[config.mk]
export PLATFORM = sky130hd
export DESIGN_NAME = led_blink_pattern_generator
export DESIGN_NICKNAME = d
export VERILOG_FILES = /design/src/hdl/lbp_pkg.sv /design/src/hdl/lbp_led_cell.sv /design/src/hdl/led_blink_pattern_generator.sv
export SDC_FILE = /design/constraint.sdc
export NUM_CORES = 1
export LEC_CHECK = 0
export ABC_AREA = 1
export ABC_CLOCK_PERIOD_IN_PS = 2100
export BUFFER_PORTS_ARGS = -buffer_cell sky130_fd_sc_hd__buf_2
export CORE_MARGIN = 3
export CORE_UTILIZATION = 56
export CTS_CLUSTER_DIAMETER = 50
export DETAILED_ROUTE_END_ITERATION = 8
export PLACE_DENSITY = 0.73
export SLEW_MARGIN = 20
export SYNTH_ARGS = -nofsm -noshare
export SYNTH_HDL_FRONTEND = slang
export SYNTH_SLANG_ARGS = --single-unit
[constraint.sdc]
create_clock -name i_clk -period 2.1 [get_ports i_clk]
set_clock_uncertainty 0.1 [all_clocks]
set_input_delay 0.21 -clock i_clk [delete_from_list [all_inputs] [get_ports i_clk]]
set_output_delay 0.21 -clock i_clk [all_outputs]
set_load 0.02 [all_outputs]
[src/hdl/lbp_pkg.sv]
// Shared types and constants for the LED blink pattern generator.
package lbp_pkg;

    // Mode codes held in the three-bit fields of the mode register.
    // Codes 6 and 7 hold the LED as it is.
    typedef enum logic [2:0] {
        MODE_NONE      = 3'd0,
        MODE_ONESHOT   = 3'd1,
        MODE_HEARTBEAT = 3'd2,
        MODE_TIMER     = 3'd3,
        MODE_ON        = 3'd4,
        MODE_OFF       = 3'd5
    } t_mode;

    localparam int MODE_BITS  = 3;
    localparam int CFG_BITS   = 12;
    localparam int CFG_LEDS   = CFG_BITS / MODE_BITS;
    localparam int MASK_BITS  = 4;
    localparam int TICK_BITS  = 8;

    typedef logic [TICK_BITS-1:0] t_tick;

    localparam t_tick TIMER_PERIOD      = 8'd10;
    localparam t_tick ONESHOT_ON_TICK   = 8'd4;
    localparam t_tick ONESHOT_OFF_TICK  = 8'd14;
    localparam t_tick HEART_TOGGLE_LAST = 8'd8;
    localparam t_tick HEART_PERIOD      = 8'd22;

endpackage

[src/hdl/lbp_led_cell.sv]
// Per-LED pattern state: tick counter, lit bit and oneshot done flag.
module lbp_led_cell (
    input  logic           i_clk,
    input  logic           i_rst_n,
    input  logic           i_step,
    input  logic           i_advance,
    input  lbp_pkg::t_mode i_mode,
    output logic           o_lit_next
);

    lbp_pkg::t_tick r_tick;
    lbp_pkg::t_tick n_tick;
    logic           r_lit;
    logic           n_lit;
    logic           r_done;
    logic           n_done;
    lbp_pkg::t_tick tick_inc;
    logic           heart_lit;

    assign tick_inc  = r_tick + 8'd1;
    assign heart_lit = (r_tick == '0) ? 1'b0 : r_lit;

    always_comb begin
        n_tick = r_tick;
        n_lit  = r_lit;
        n_done = r_done;
        if (i_advance) begin
            unique case (i_mode)
                lbp_pkg::MODE_NONE, lbp_pkg::MODE_OFF: begin
                    n_lit = 1'b0;
                end
                lbp_pkg::MODE_ON: begin
                    n_lit = 1'b1;
                end
                lbp_pkg::MODE_TIMER: begin
                    if (tick_inc >= lbp_pkg::TIMER_PERIOD) begin
                        n_tick = '0;
                        n_lit  = ~r_lit;
                    end else begin
                        n_tick = tick_inc;
                    end
                end
                lbp_pkg::MODE_ONESHOT: begin
                    n_tick = tick_inc;
                    if (!r_done) begin
                        // A pulse left over from before only goes dark early on.
                        if (r_lit && (tick_inc < lbp_pkg::ONESHOT_ON_TICK)) begin
                            n_lit = 1'b0;
                        end else if (tick_inc == lbp_pkg::ONESHOT_ON_TICK) begin
                            n_lit = 1'b1;
                        end else if (tick_inc == lbp_pkg::ONESHOT_OFF_TICK) begin
                            n_tick = '0;
                            n_lit  = 1'b0;
                            n_done = 1'b1;
                        end
                    end
                end
                lbp_pkg::MODE_HEARTBEAT: begin
                    n_tick = tick_inc;
                    n_lit  = heart_lit;
                    if (!tick_inc[0] && (tick_inc <= lbp_pkg::HEART_TOGGLE_LAST)) begin
                        n_lit = ~heart_lit;
                    end else if (tick_inc == lbp_pkg::HEART_PERIOD) begin
                        n_tick = '0;
                    end
                end
                default: begin
                    // Hold codes leave everything as it is.
                end
            endcase
        end
    end

    assign o_lit_next = n_lit;

    always_ff @(posedge i_clk) begin
        if (!i_rst_n) begin
            r_tick <= '0;
            r_lit  <= 1'b0;
            r_done <= 1'b0;
        end else if (i_step) begin
            r_tick <= n_tick;
            r_lit  <= n_lit;
            r_done <= n_done;
        end
    end

endmodule

[src/hdl/led_blink_pattern_generator.sv]
// Top level of the LED blink pattern generator: handshake stages, mode register, LED cells.
//
// Usage. Each input word carries one bit, advance. A word with advance set is one
// 50 ms tick: every LED steps its pattern by its three-bit mode field in the mode
// register. Every input word, advancing or not, yields exactly one output word with
// the lit mask of LEDs 0 to 3 after that word's step.
//
// Channels. Input: i_in_valid / o_in_ready with i_advance. Output: o_out_valid /
// i_out_ready with o_lit_mask. The mode register is written through i_cfg_we and
// i_cfg_data; the user must write it only while no word is in flight. No check enforces it.
//
// Timing. A word is captured in an input register, then its step is applied and the
// mask lands in the output register once the output stage is free, which sets
// o_out_valid. One word per cycle is sustained while i_out_ready stays high; the
// LED step is combinational between the input and the output register.
//
// Reset. A synchronous low i_rst_n clears the mode register, all tick counters, lit
// bits and oneshot done flags, and empties both stages.
//
// Stalls. While the receiver holds i_out_ready low, the output word stays put and the
// input register still takes one more word; after that o_in_ready drops.
module led_blink_pattern_generator #(
    parameter int NUM_LEDS = 4
) (
    input  logic                          i_clk,
    input  logic                          i_rst_n,
    input  logic                          i_in_valid,
    output logic                          o_in_ready,
    input  logic                          i_advance,
    output logic                          o_out_valid,
    input  logic                          i_out_ready,
    output logic [lbp_pkg::MASK_BITS-1:0] o_lit_mask,
    input  logic                          i_cfg_we,
    input  logic [lbp_pkg::CFG_BITS-1:0]  i_cfg_data
);

    logic [lbp_pkg::CFG_BITS-1:0]  r_modes;
    logic                          r_in_valid;
    logic                          r_advance;
    logic                          r_out_valid;
    logic [lbp_pkg::MASK_BITS-1:0] r_lit_mask;
    logic [lbp_pkg::MASK_BITS-1:0] n_lit_mask;
    logic [NUM_LEDS-1:0]           lit_next;
    logic                          out_free;
    logic                          step;

    // The output stage frees up when empty or when its word leaves this cycle.
    assign out_free   = !r_out_valid || i_out_ready;
    assign step       = r_in_valid && out_free;
    assign o_in_ready = !r_in_valid || out_free;

    always_ff @(posedge i_clk) begin
        if (!i_rst_n) begin
            r_modes <= '0;
        end else if (i_cfg_we) begin
            r_modes <= i_cfg_data;
        end
    end

    always_ff @(posedge i_clk) begin
        if (!i_rst_n) begin
            r_in_valid <= 1'b0;
        end else if (o_in_ready) begin
            r_in_valid <= i_in_valid;
        end
    end

    always_ff @(posedge i_clk) begin
        if (o_in_ready && i_in_valid) begin
            r_advance <= i_advance;
        end
    end

    genvar g_led;
    generate
        for (g_led = 0; g_led < NUM_LEDS; g_led++) begin : g_cells
            lbp_pkg::t_mode led_mode;
            if (g_led < lbp_pkg::CFG_LEDS) begin : g_cfg
                assign led_mode =
                    lbp_pkg::t_mode'(r_modes[lbp_pkg::MODE_BITS*g_led +: lbp_pkg::MODE_BITS]);
            end else begin : g_nocfg
                // LEDs past the register always read as mode none.
                assign led_mode = lbp_pkg::MODE_NONE;
            end
            lbp_led_cell u_cell (
                .i_clk      (i_clk),
                .i_rst_n    (i_rst_n),
                .i_step     (step),
                .i_advance  (r_advance),
                .i_mode     (led_mode),
                .o_lit_next (lit_next[g_led])
            );
        end

        for (g_led = 0; g_led < lbp_pkg::MASK_BITS; g_led++) begin : g_mask
            if (g_led < NUM_LEDS) begin : g_used
                assign n_lit_mask[g_led] = lit_next[g_led];
            end else begin : g_unused
                assign n_lit_mask[g_led] = 1'b0;
            end
        end
    endgenerate

    always_ff @(posedge i_clk) begin
        if (!i_rst_n) begin
            r_out_valid <= 1'b0;
        end else if (out_free) begin
            r_out_valid <= r_in_valid;
        end
    end

    always_ff @(posedge i_clk) begin
        if (step) begin
            r_lit_mask <= n_lit_mask;
        end
    end

    assign o_out_valid = r_out_valid;
    assign o_lit_mask  = r_lit_mask;

endmodule

==> results of run 1 <==
==> per-stage QoR <==
stage | cell area (um^2) | hold WS, ps | total power (W) | util | std cells
finish | 5260 | 24.2 | 0.00267 | 0.718 | 846
global route | 5260 | 43.9 | 0.00278 | 0.718 | 846
CTS | 4870 | 20.8 | 0.00266 | 0.665 | 838
detailed placement | 4620 | 292 | 0.00153 | 0.630 | 819
global placement | 4620 | 287 | 0.00153 | 0.630 | 819
floorplan | 4280 | 209 | 0.00144 | - | 687
==> metal layers <==
metal | global-route usage | routed length (um)
met1 | 0.326 | 5060
met2 | 0.389 | 5170
met3 | 0.0539 | 662
met4 | 0.0342 | 124
met5 | 0 | 0
==> critical path, delay by kind of cell (launching register included) <==
| kind | cells | cell delay (ps) |
|---|---|---|
| and+or+nand+nor | 12 | 1110 |
| buffers and inverters | 1 | 40 |
| adders and majority gates | 1 | 160 |
| DFF | 1 | 380 |
==> Yosys cell counts (all sizes together) (2+ instances only) <==
| cell type | number |
|---|---|
| xnor2 | 2 |
| xor2 | 3 |
| nor2 | 76 |
| nand4 | 14 |
| o21ai | 46 |
| edfxtp | 5 |
| ha | 15 |
| a31oi | 3 |
| nor3 | 14 |
| inv | 106 |
| dfxtp | 54 |
| o211ai | 7 |
| buf | 2 |
| nand3 | 67 |
| a21oi | 66 |
| nand2 | 192 |
| nand3b | 2 |
| clkbuf | 6 |
==> sequential cells by signal, indices dropped and copies added (netlist names) <==
signal,cells
o_lit_mask,4
g_cells.u_cell.r_lit,4
r_modes,12
o_out_valid,1
r_advance,1
r_in_valid,1
g_cells.u_cell.r_tick,32
g_cells.u_cell.r_done,4
==> power breakdown <==
group          leakage [nW]  internal (W)  total (W)  switching, W
sequential            0.499       0.00117    0.00120     0.0000380
clock                 0.110      0.000680    0.00113      0.000451
combinational          1.68      0.000114   0.000330      0.000216
==> timing repair <==
| item | 4_1_cts | 5_1_grt |
|---|---|---|
| pin swaps | 1 | 35 |
| hold buffers | 3 | 0 |
| gates resized for setup | 3 | 96 |
| endpoints found under the setup margin | 2 | 27 |
| endpoints found under the hold margin | 3 | 0 |
| setup buffers | 0 | 8 |
==> final cells by class <==
class	count	area (um^2)
Multi-Input combinational cell	513	2900
Inverter	107	404
Clock buffer	15	186
Fill cell	610	2070
Timing Repair Buffer	52	352
Tap cell	99	124
Clock inverter	1	30.0
Sequential cell	59	1270
==> cell families (layout without fill, tap and decap cells) <==
kind of cell	count (synthesis)	count (layout)
and+or+nand+nor	366	366
AOI/OAI and AO/OA	127	127
buffers and inverters	115	175
xor gates and xnor gates	5	5
adders and majority gates	15	15
DFF	59	59
==> worst paths after layout <==
check	from	cells after the start	slack, ps	to
worst min register to register	g_cells[0].u_cell.r_tick[7]	2	390	g_cells[0].u_cell.r_tick[7]
worst min-delay path	i_cfg_data[5]	3	20	r_modes[5]
worst max register to register	g_cells[1].u_cell.r_tick[0]	14	80	o_lit_mask[1]
worst max-delay path	g_cells[1].u_cell.r_tick[0]	14	80	o_lit_mask[1]
==> run summary, run 1 <==
Post-Synth XOR/XNOR Area -> 0.0120
H-tree depth -> 3
Final WS setup -> 83.6 ps
Commonest non-fill, non-tap cell in the layout -> nand2_1
Area Overhead vs Synth -> 22.9%
Synth top area share -> 0.252
Max clock buf depth -> 2
Max incr delay on CP -> 380 ps
Number of global-route vias before repair -> 3929
Critical path fanouts, max -> 8
Ant diodes -> 0
Slew headroom -> 0.649
Ys flop type -> dfxtp_1
Number of enable flip-flop cells after synthesis -> 5
Dpl hpwl -> 7690 um
First-pass GRT wire length -> 17000 um
Highest Clock Rate -> 496 MHz
Vias per inst -> 5.40
Synth Area in Compound Gates -> 0.168
Synth Area in Adders -> 0.0438
Global route overflow -> 0
Routed len/inst -> 13.0 um
Worst Setup Start Kind -> flop
Critical path type -> flop to flop
Pwr dens -> 506 mW/mm^2
Final WL -> 11000 um
Worst slew pin tran -> 525 ps
Synth area leaders -> dfxtp_1, nand2_1, inv_1
Largest net degree at the start of global routing -> 33
Main combinational cell family by area after synthesis -> simple AND/OR/NAND/NOR gates
Inserted Clock Buffers -> 9
Post-synth cell types -> 36
Sequential-to-total area share from yosys stat -> 0.288
Peak VDD IR -> 369 uV
Share of cells above drive strength 1 -> 0.252
Clk pin slew, worst setup/hold paths -> 70 ps
Post-Synth Simple-Gate Area -> 0.387
Commonest non-fill, non-tap cells in the layout -> nand2_1, inv_1, a21oi_1
Post-synth top area cell -> dfxtp_1
Endpoints failing setup -> 0
TritonCTS clock tree -> yes
Slew Viols, Final -> 0
Warnings, synthesis -> 0
Routability Congestion -> 0.918
CTS sink cnt -> 59
HP Class -> input port to flop
Crit-path most repeated cell -> nand2_1
Die Height -> 93.4 um
Initial core utilization -> 0.584
Antenna violations before repair -> 0
Site Rows -> 31
Register bit total from synthesis -> 59
# DRC -> 0
Final Hold Fails -> 0
Slowest-stage cell, CP -> dfxtp_4
Multiplexer area fraction after synthesis -> 0
Clock Root Buffer -> clkbuf_8
Routed Antenna Nets -> 0
Io pins -> 24
Gr usage total -> 0.237
Crit end category -> flop
Synthesized cell area -> 0.00428 mm^2
Critical path, cell by cell -> ha_4 -> nand3_1 -> nor2_2 -> nand2_1 -> nand2_1 -> nand2_1 -> nor2_4 -> nand3_1 -> nand2_1 -> nor2_1 -> nor2_1 -> nand2_1 -> nand2_2 -> inv_1
Mapped Cells -> 687
Setup TNS -> 0 ps
Iter 0 DRT Violations -> 275
Net Count, Synth -> 720
Max_cap viols -> 0
Unrepaired setup endpoints after global routing -> true
Crit path arrival time -> 2010 ps
Tmin final -> 2020 ps
Skew-Pair Late Insertion Delay -> 330 ps
Pre-CTS setup slack -> -12.6 ps
Fin crit share -> 0.960
Die X -> 93.4 um
Outcome -> complete, no violations
Static Leak -> 2.29 nW
Required @ worst endpoint -> 2090 ps
FFs w/ async S/R, synth -> 0
Via count -> 4572
Average size of a mapped cell -> 6.23 um^2
I/O Buffers -> 23
Drt first pass iters -> 4
Die area -> 0.00873 mm^2
Core area -> 0.00733 mm^2
Nets -> 775
Power figures use the tool's default switching activity.
==> inputs of run 2 (changes only) <==
- GPL_TIMING_DRIVEN: default -> 0
==> run 2 against run 1 <==
  * Register-to-register slack worse by 20 ps
  * Global-route usage up 2.6 points
  * Highest routed layer unchanged
  * Cell area down 0.14%
  * Critical endpoint is now o_lit_mask[0]
  * Total power up 1.2%
  * Non-clock buffer count up 1
  * Critical path type unchanged
  * Worst setup slack worse by 18 ps
==> run summary, run 2 (same netlist as run 1, synthesis figures left out) <==
Final Hold Fails -> 0
Highest Clock Rate -> 491 MHz
Largest registers -> g_cells.u_cell.r_tick: 32 flops, r_modes: 12 flops
Clk pin slew, worst setup/hold paths -> 70 ps
H-tree depth -> 3
Die area -> 0.00873 mm^2
Skew-Pair Late Insertion Delay -> 350 ps
Fin crit share -> 0.969
Routed Antenna Nets -> 0
Max FFs per register -> 32
Drt first pass iters -> 4
Crit end category -> flop
TritonCTS clock tree -> yes
Initial core utilization -> 0.584
Seq. cell area -> 0.00127 mm^2
Tmin final -> 2030 ps
Final WL -> 11700 um
Endpoints failing setup -> 0
Clock Root Buffer -> clkbuf_8
Biggest register -> g_cells.u_cell.r_tick
Nets -> 776
Commonest non-fill, non-tap cell in the layout -> nand2_1
Unrepaired setup endpoints after global routing -> true
Worst Setup Start Kind -> flop
Site Rows -> 31
Routed len/inst -> 13.8 um
I/O Buffers -> 23
Filler instances -> 612
# DRC -> 0
Vias per inst -> 5.47
Pwr dens -> 513 mW/mm^2
Via count -> 4629
Slew headroom -> 0.535
Multi-input gate area -> 0.00292 mm^2
Iter 0 DRT Violations -> 235
Antenna violations before repair -> 0
First-pass GRT wire length -> 18500 um
Static Leak -> 2.29 nW
Gr usage total -> 0.263
Largest net degree at the start of global routing -> 13
Commonest non-fill, non-tap cells in the layout -> nand2_1, inv_1, a21oi_1
Max clock buf depth -> 2
Peak VDD IR -> 362 uV
Required @ worst endpoint -> 2100 ps
Critical path fanouts, max -> 6
Ant diodes -> 0
Outcome -> complete, no violations
Area Overhead vs Synth -> 22.8%
Routability Congestion -> 0.904
Max_cap viols -> 0
Io pins -> 24
Die X -> 93.4 um
Crit path arrival time -> 2040 ps
Slew Viols, Final -> 0
Global route overflow -> 0
HP Class -> input port to flop
Critical path type -> flop to flop
Worst slew pin tran -> 693 ps
Core area -> 0.00733 mm^2
Number of global-route vias before repair -> 4221
Dpl hpwl -> 8150 um
Inserted Clock Buffers -> 9
Total chip power -> 0.00270 W
Fin util -> 0.717
Share of cells above drive strength 1 -> 0.243
Die Height -> 93.4 um
CTS sink cnt -> 59
run 2: timing repair:
item | 4_1_cts | 5_1_grt
pin swaps | 6 | 22
buffers inserted | 5 | 14
endpoints found under the hold margin | 3 | 0
hold buffers | 3 | 0
setup endpoints to repair | 31 | 29
resized for setup | 25 | 74
run 2: report_power, final:
group	switching [W]	leakage, nW	internal (W)	total (W)
Clock	0.000472	0.117	0.000679	0.00115
Sequential	0.0000401	0.499	0.00116	0.00120
Combinational	0.000230	1.67	0.000111	0.000341
Total	0.000743	2.29	0.00195	0.00270
run 2: critical path, cell delays in order (launching register included):
cell,delay (ps)
dfxtp_4,390
ha_4,170
nand3_4,100
o21ai_2,150
nand2_2,90
nor2_4,180
nand2_2,90
inv_2,90
nand2_1,90
nand3_2,70
nand2_1,50
nand2_1,50
nand2_1,60
nand2_2,70
inv_1,40
run 2: area by class of cell:
class	count	share of cell area
Sequential cell	59	0.242
Buffer	8	0.00643
Tap cell	99	0.0236
Clock buffer	12	0.0336
Multi-Input combinational cell	513	0.555
Inverter	107	0.0764
Clock inverter	4	0.00857
Timing Repair Buffer	45	0.0547
run 2: worst paths after layout:
kind,from,to,slack [ps],cells past startpoint
max,g_cells[0].u_cell.r_tick[1],o_lit_mask[0],70,14
max reg2reg,g_cells[0].u_cell.r_tick[1],o_lit_mask[0],70,14
min,i_cfg_data[5],r_modes[5],20,3
min reg2reg,g_cells[0].u_cell.r_tick[7],g_cells[0].u_cell.r_tick[7],390,2
run 2: layer usage:
layer  share of wire  track usage  up-vias  routed length, um
li1                -            -     2354                  -
met1            0.44        0.335     2123               5190
met2            0.48        0.441      129               5620
met3           0.058       0.0636       23                681
met4           0.017       0.0745        0                200
met5               0            0        -                  0
run 2: metrics by stage:
stage               hold slack, ps  instance area, um^2  instances  TNS (ps)  setup WS, ps
floorplan                      209                 4280        687         0           120
global placement               287                 4520        809     -2780          -304
detailed placement             288                 4520        809     -3270          -320
CTS                           8.57                 4880        833         0          1.29
global route                  27.4                 5260        847      -199         -48.6
finish                        22.7                 5260        847         0          65.4
==> inputs of run 3 (changes only) <==
- BUFFER_PORTS_ARGS: -buffer_cell sky130_fd_sc_hd__buf_2 -> -buffer_cell sky130_fd_sc_hd__buf_4
==> run 3 against run 2 <==
  * First-iteration DRC count decreased by 8.1%
  * Highest routed layer unchanged
  * Core utilization fell by 0.43 points
  * Sequential cell count unchanged
  * Worst hold slack worse by 13 ps
  * Sequential share of layout area is 0.19 points higher
  * Maximum frequency shrank 0.34%
  * Worst setup slack worse by 6.9 ps
  * Global-route usage shrank 0.70 points
  * Critical path depth did not move
  * Count of clock-buffer cells in the layout decreased by 2
  * Die area unchanged
  * Critical endpoint is now o_lit_mask[1]
  * Cell area is 0.60% lower
==> run summary, run 3 (same netlist as run 1, synthesis figures left out) <==
Outcome -> complete, no violations
Antenna violations before repair -> 0
Largest net degree at the start of global routing -> 13
TritonCTS clock tree -> yes
Routed Antenna Nets -> 0
R2R depth -> 14
Max FFs per register -> 32
Slew Viols, Final -> 0
Number of global-route vias before repair -> 4076
Dpl hpwl -> 7990 um
Clock Root Buffer -> clkbuf_8
Ant diodes -> 0
Max clock buf depth -> 2
Die area -> 0.00873 mm^2
Via count -> 4542
Commonest non-fill, non-tap cell in the layout -> nand2_1
I/O Buffers -> 23
Clk pin slew, worst setup/hold paths -> 70 ps
Required @ worst endpoint -> 2100 ps
Inst Count DP -> 809
Io pins -> 24
Unrepaired setup endpoints after global routing -> true
Biggest register -> g_cells.u_cell.r_tick
Crit path arrival time -> 2050 ps
Site Rows -> 31
Initial core utilization -> 0.584
Pre-CTS setup slack -> -129 ps
Critical path fanouts, max -> 7
Routed len/inst -> 13.4 um
# DRC -> 0
CTS sink cnt -> 59
Global route overflow -> 0
Filler instances -> 626
Highest Clock Rate -> 490 MHz
Tmin final -> 2040 ps
FF-to-FF Start -> g_cells[1].u_cell.r_tick[1]
Critical Path End -> o_lit_mask[1]
Crit end category -> flop
Pwr dens -> 538 mW/mm^2
Fin cells -> 838
Final WS setup -> 58.5 ps
Endpoints failing setup -> 0
Skew-Pair Late Insertion Delay -> 340 ps
Die X -> 93.4 um
Vias per inst -> 5.42
Drt first pass iters -> 5
HP Class -> input port to flop
Worst R2R Setup Slack -> 60 ps
Share of cells above drive strength 1 -> 0.222
Worst Setup Start Kind -> flop
Peak VDD IR -> 472 uV
Total chip power -> 0.00281 W
Final Hold Fails -> 0
Iter 0 DRT Violations -> 216
Static Leak -> 2.25 nW
First-pass GRT wire length -> 18200 um
Gr usage total -> 0.256
Inserted Clock Buffers -> 9
Reg-to-Reg End -> o_lit_mask[1]
Hold Slack -> 10.0 ps
Area Overhead vs Synth -> 22.0%
H-tree depth -> 3
Max_cap viols -> 0
Critical path type -> flop to flop
Nets -> 767
Commonest non-fill, non-tap cells in the layout -> nand2_1, inv_1, a21oi_1
Die Height -> 93.4 um
Routability Congestion -> 0.925
Setup crit start -> g_cells[1].u_cell.r_tick[1]
Slew headroom -> 0.515
Largest registers -> g_cells.u_cell.r_tick: 32 flops, r_modes: 12 flops
Worst slew pin tran -> 722 ps
Core area -> 0.00733 mm^2
Fin crit share -> 0.972
Final WL -> 11300 um
[run 3: stage by stage]
| step | area [um^2] | TNS (ps) | util |
|---|---|---|---|
| final | 5230 | 0 | 0.713 |
| after global routing | 5230 | -726 | 0.713 |
| after CTS | 4900 | 0 | 0.669 |
| after detailed placement | 4580 | -788 | 0.625 |
| after global placement | 4580 | -418 | 0.625 |
| after floorplan | 4280 | 0 | - |
[run 3: power by group]
group | switching (W) | internal (W) | leakage (nW)
Clock | 0.000461 | 0.000811 | 0.121
Combinational | 0.000219 | 0.000118 | 1.63
Sequential | 0.0000408 | 0.00116 | 0.499
[run 3: layout make-up]
class	count	area, um^2	area share
flip-flops and latches	59	1270	0.244
clock inverters	6	103	0.0196
plain buffers	8	33.8	0.00647
clock buffers	10	138	0.0263
inverters	107	402	0.0769
repair buffers	36	275	0.0527
multi-input cells	513	2880	0.551
well taps	99	124	0.0237
[run 3: how the worst min path moves through the flow]
| stage | startpoint | end | slack, ps | depth (start not counted) |
|---|---|---|---|---|
| after floorplan | i_advance | r_advance | 210 | 0 |
| after global placement | i_advance | r_advance | 290 | 1 |
| after detailed placement | i_advance | r_advance | 290 | 1 |
| after CTS | i_cfg_data[5] | r_modes[5] | 2 | 3 |
| after global routing | i_cfg_data[5] | r_modes[5] | 30 | 3 |
| final | i_cfg_data[2] | r_modes[2] | 10 | 3 |
[run 3: timing repair]
action                     CTS  global route
pin swaps                    3            22
setup buffers                2             9
hold buffers                 2             0
hold endpoints to repair     2             0
cloned                       0             0
setup endpoints to repair   19            32
gates resized for setup     16            72
[run 3: per-layer routing]
metal,track usage,part of all wire,vias up
li1,-,-,2321
met1,0.362,0.46,2071
met2,0.396,0.47,135
met3,0.0394,0.060,15
met4,0.0891,0.014,0
met5,0,0,-
[run 3: critical path, cell delays in order, from the launching register on]
cell,delay [ps]
dfxtp_4,400
ha_4,180
nand2_4,60
nor2_4,120
nand2_2,60
nand2_2,80
nand3_2,90
nor2_4,220
nand3_2,110
nand3_2,60
nand2_1,50
nor2_1,90
nand2_1,70
nand2_2,90
inv_2,30
